==> src/sv/rchs_pkg.sv <==
// shared constants and types for the ray/cone hit select pipeline
// no dependencies
`default_nettype none
package rchs_pkg;

    localparam int RCHS_FRAC_BITS = 16;
    localparam int RCHS_CFG_IDX_W = 3;
    localparam int RCHS_SQRT_STAGES = 32;

    typedef enum logic [RCHS_CFG_IDX_W-1:0] {
        CFG_ORIGIN_X = 3'd0,
        CFG_ORIGIN_Y = 3'd1,
        CFG_ORIGIN_Z = 3'd2,
        CFG_AXIS_X   = 3'd3,
        CFG_AXIS_Y   = 3'd4,
        CFG_AXIS_Z   = 3'd5
    } cfg_idx_t;

    typedef struct packed {
        logic             ok;
        logic [31:0]      a;
        logic [31:0]      b;
        logic [2:0][31:0] o;
        logic [2:0][31:0] d;
    } side_t;

    function automatic logic [31:0] sat32(input logic signed [63:0] v);
        if (v > 64'sd2147483647)
            return 32'h7fff_ffff;
        else if (v < -64'sd2147483648)
            return 32'h8000_0000;
        else
            return v[31:0];
    endfunction

endpackage
`default_nettype wire

==> src/sv/rchs_sqrt.sv <==
// pipelined integer square root, two radicand bits per stage
// depends on rchs_pkg
`default_nettype none
module rchs_sqrt
    import rchs_pkg::*;
(
    input  wire logic        clk,
    input  wire logic [63:0] radicand,
    output logic      [31:0] root
);

    localparam int N = RCHS_SQRT_STAGES;

    logic [63:0] val_reg  [N];
    logic [33:0] rem_reg  [N];
    logic [31:0] root_reg [N];

    for (genvar g = 0; g < N; g++) begin : g_stage
        logic [63:0] val_in;
        logic [33:0] rem_in;
        logic [31:0] root_in;
        logic [35:0] tmp;
        logic [35:0] trial;
        logic        ge;
        logic [63:0] val_next;
        logic [33:0] rem_next;
        logic [31:0] root_next;

        if (g == 0) begin : g_first
            assign val_in  = radicand;
            assign rem_in  = '0;
            assign root_in = '0;
        end else begin : g_rest
            assign val_in  = val_reg[g-1];
            assign rem_in  = rem_reg[g-1];
            assign root_in = root_reg[g-1];
        end

        always_comb
        begin
            tmp       = {rem_in, val_in[63:62]};
            trial     = {2'b00, root_in, 2'b01};
            ge        = (tmp >= trial);
            rem_next  = ge ? 34'(tmp - trial) : tmp[33:0];
            root_next = {root_in[30:0], ge};
            val_next  = {val_in[61:0], 2'b00};
        end

        always_ff @(posedge clk)
        begin
            val_reg[g]  <= val_next;
            rem_reg[g]  <= rem_next;
            root_reg[g] <= root_next;
        end
    end

    assign root = root_reg[N-1];

endmodule
`default_nettype wire

==> config.mk <==
export PLATFORM = sky130hd
export DESIGN_NAME = rchs_sqrt
export DESIGN_NICKNAME = d
export VERILOG_FILES = /design/src/sv/rchs_pkg.sv /design/src/sv/rchs_sqrt.sv
export SDC_FILE = /design/constraint.sdc
export NUM_CORES = 2
export LEC_CHECK = 0
export ABC_CLOCK_PERIOD_IN_PS = 4400
export BUFFER_PORTS_ARGS = -buffer_cell sky130_fd_sc_hd__buf_2
export CORE_MARGIN = 3
export CORE_UTILIZATION = 40
export CTS_CLUSTER_DIAMETER = 200
export CTS_CLUSTER_SIZE = 20
export DETAILED_ROUTE_END_ITERATION = 12
export SYNTH_ARGS = -nofsm -noshare
export SYNTH_HDL_FRONTEND = slang
export SYNTH_MEMORY_MAX_BITS = 65536
export SYNTH_SLANG_ARGS = --single-unit
==> constraint.sdc <==
create_clock -name clk -period 4.4 [get_ports clk]
set_input_delay 0.44 -clock clk [delete_from_list [all_inputs] [get_ports clk]]
set_output_delay 0.44 -clock clk [all_outputs]
set_load 0.005 [all_outputs]
==> run summary <==
measured slew at the worst slew-check pin = 1.14 ns
maximum buffer depth of the clock tree = 3
clk slew on worst S/H paths = 0.08 ns
critical-path cell list = inv_1 -> ha_1 -> nand3_1 -> or2_2 -> nor2_1 -> o21ai_0 -> o211ai_1 -> a31oi_1 -> o31ai_4 -> buf_12 -> mux2_2
vias = 61,712
Pre-antenna DRT Iters = 5
Final nets = 9,928
Commonest cells post-synth = dfxtp_1 (2,523), inv_1 (726), nand2_1 (637)
Syn. warnings = 0
Largest register FFs = 1,003
Max Slew Vio Count = 0
vias in the first global route = 60,800
Die Span Y = 487 um
Req. time, crit path = 5.09 ns
Die Wd = 487 um
RSZ-0062 raised after global routing = false
Core Area = 229,000 um^2
CP bufs+invs = 2
R2R depth = 11
global-route wire length before repair = 313,000 um
Post-synth EDFFs = 0
Post-CTS Resized = 0
largest stage delay on the critical path = 0.56 ns
DRC = 0
GRT Total Usage = 16.0%
GP Congestion = 0.899
Sink Count = 2,523
worst rel slew slack = 24.0%
Crit. End Element = flip-flop
CP endpoint = rem_reg[1][324]
via density per instance = 5.01
Final HPWL DP = 149,000 um
Worst VDD drop = 0.367 mV
Tmin final = 3.66 ns
Final Non-Filler Cells = 12,323
largest cells by area after synthesis = dfxtp_1 (55%), ha_1 (7.6%), xor2_1 (4.2%), xnor2_1 (3.7%), a21oi_1 (3.0%)
design area = 101,000 um^2
CP arrival = 4.35 ns
starting density of the core = 40.5%
Top delay family on crit path = compound AO/OA/AOI/OAI gates
worst-skew pair later-pin latency = 0.82 ns
Tcrit/Tclk final = 83.3%
worst-path fanout max = 40
final number of setup-violating endpoints = 0
share of cells above drive strength 1 = 4.90%
Synth top area share = 54.6%
Max Cap Viol = 0
n_diodes = 0
fill cell count = 21,669
deepest level of the CTS H-tree = 4
Critical R2R Launch = root_reg[24][11]
CP Class = flip-flop to flip-flop
CP max stage cell = o31ai_4
largest net degree at the start of global routing = 54
CTS tree = done
row cnt = 175
total gr overflow = 0
root buffer cell = clkbuf_16
Hold Fails Final Rpt = 0
# port buffers = 96
FF-to-FF End = rem_reg[1][324]
Synth cell types = 98
most frequent cell after synthesis = dfxtp_1
TritonCTS Buffers = 144
sequential share of the synthesized area = 54.6%
Detailed Route Iter0 Violations = 3,531
Leak = 0.0469 uW
TNS Setup = 0 ns
Mapped Area = 92,500 um^2
fmax = 273 MHz
CP startpoint = root_reg[24][11]
Antenna Nets Post-Route = 0
r2r setup slk = 0.74 ns
Final Routed Wirelength = 193,000 um
area growth from synthesis to final layout = 9.21%
Placed Cells = 12,099
Crit path depth = 11
drt wl/cell = 15.6 um
Avg Cell Area, Syn = 10.1 um^2
Main synth FF type = dfxtp_1
Async SR Flop Fraction = 0%
antenna violations before repair = 5
num ports = 97
placed instance area = 96,400 um^2
Power Density = 516 nW/um^2
Synth Register Bits = 2,523
hold crit path type = primary input to flip-flop
startpoint types = flip-flop
Synth area leader = dfxtp_1
die area = 237,000 um^2
Final Skew = 0.0294 ns
cell count after synthesis = 9,144
outcome = finished clean
syn_nets = 9,771
## area by class of cell
type | instances | area [um^2] | share of cell area (%)
Tap cell | 3009 | 3760 | 3.73
Timing Repair Buffer | 203 | 1480 | 1.47
Clock inverter | 13 | 280 | 0.278
Clock buffer | 146 | 3650 | 3.62
Multi-Input combinational cell | 5698 | 38500 | 38.2
Inverter | 731 | 2740 | 2.72
Sequential cell | 2523 | 50500 | 50.0
## what timing repair did
| item | 4_1_cts | 5_1_grt |
|---|---|---|
| endpoints found under the hold margin | 65 | 0 |
| hold buffers | 65 | 0 |
| buffers inserted | 0 | 0 |
## kinds of logic after synthesis
family	after synthesis	share of synthesized area (%)
other cells	1	0.00406
fa+ha+maj	562	7.60
buf+inv	923	3.80
simple gates	2343	12.6
flops	2523	54.6
compound gates	1881	12.6
xor+xnor	843	7.98
mux	68	0.808
## worst min path at each step
stage	cells past startpoint	startpoint	end
after CTS	2	radicand[30]	val_reg[0][30]
after floorplan	0	val_reg[0][36]	val_reg[0][100]
after detailed placement	0	val_reg[0][59]	val_reg[0][123]
final	2	radicand[57]	val_reg[0][57]
after global placement	0	val_reg[1][354]	val_reg[1][418]
after global routing	2	radicand[56]	val_reg[0][56]
## layout by cell type, fill, tap and decap left out, types with 51 or more instances in the layout
master / synthesis / final
or2_2: 51 / 51
nor2b_1: 74 / 74
or3_1: 85 / 85
dfxtp_1: 2523 / 2523
a21oi_1: 550 / 548
ha_1: 562 / 562
nand4_1: 94 / 94
nor4_1: 131 / 130
nand2b_1: 92 / 92
a31oi_1: 64 / 61
nand2_1: 637 / 637
o21a_1: 100 / 100
clkbuf_16: 0 / 146
nand3_1: 146 / 146
xor2_1: 448 / 448
dlygate4sd3_1: 0 / 65
nor3_1: 226 / 226
o21ai_0: 536 / 536
nor2_1: 525 / 525
buf_2: 20 / 96
a21o_1: 238 / 238
inv_1: 726 / 726
and3_1: 53 / 53
xnor2_1: 395 / 395
or4_1: 64 / 64
## stage by stage
stage / total power (uW) / util, % / setup slack, ns / hold slack (ns)
finish: 52100 / 44.2 / 0.737 / 0.251
global route: 55200 / 44.2 / 0.450 / 0.181
CTS: 52900 / 44.2 / 0.759 / 0.154
detailed placement: 39400 / 42.2 / 0.770 / 0.312
global placement: 39200 / 42.2 / 0.805 / 0.310
floorplan: 36200 / - / 1.25 / 0.310
## power breakdown
part	internal, uW	switching (uW)
Clock	6030	7210
Sequential	26600	2830
Combinational	4210	5270
Total	36800	15300
## routing by layer
layer | vias to the layer above | GRT usage [%] | routed length, um | part of all wire [%]
met3 | 293 | 2.15 | 7020 | 3.6
met4 | 0 | 4.40 | 4880 | 2.5
met5 | - | 0 | 0 | 0
met2 | 1081 | 28.6 | 94600 | 49
li1 | 31471 | - | - | -
met1 | 28867 | 20.2 | 86100 | 45
## worst register-to-register path: stages, from the launching register on
cell,delay (ns)
dfxtp_1,0.36
inv_1,0.05
ha_1,0.36
nand3_1,0.13
or2_2,0.34
nor2_1,0.27
o21ai_0,0.22
o211ai_1,0.27
a31oi_1,0.33
o31ai_4,0.56
buf_12,0.28
mux2_2,0.38
Power figures use the tool's default switching activity.
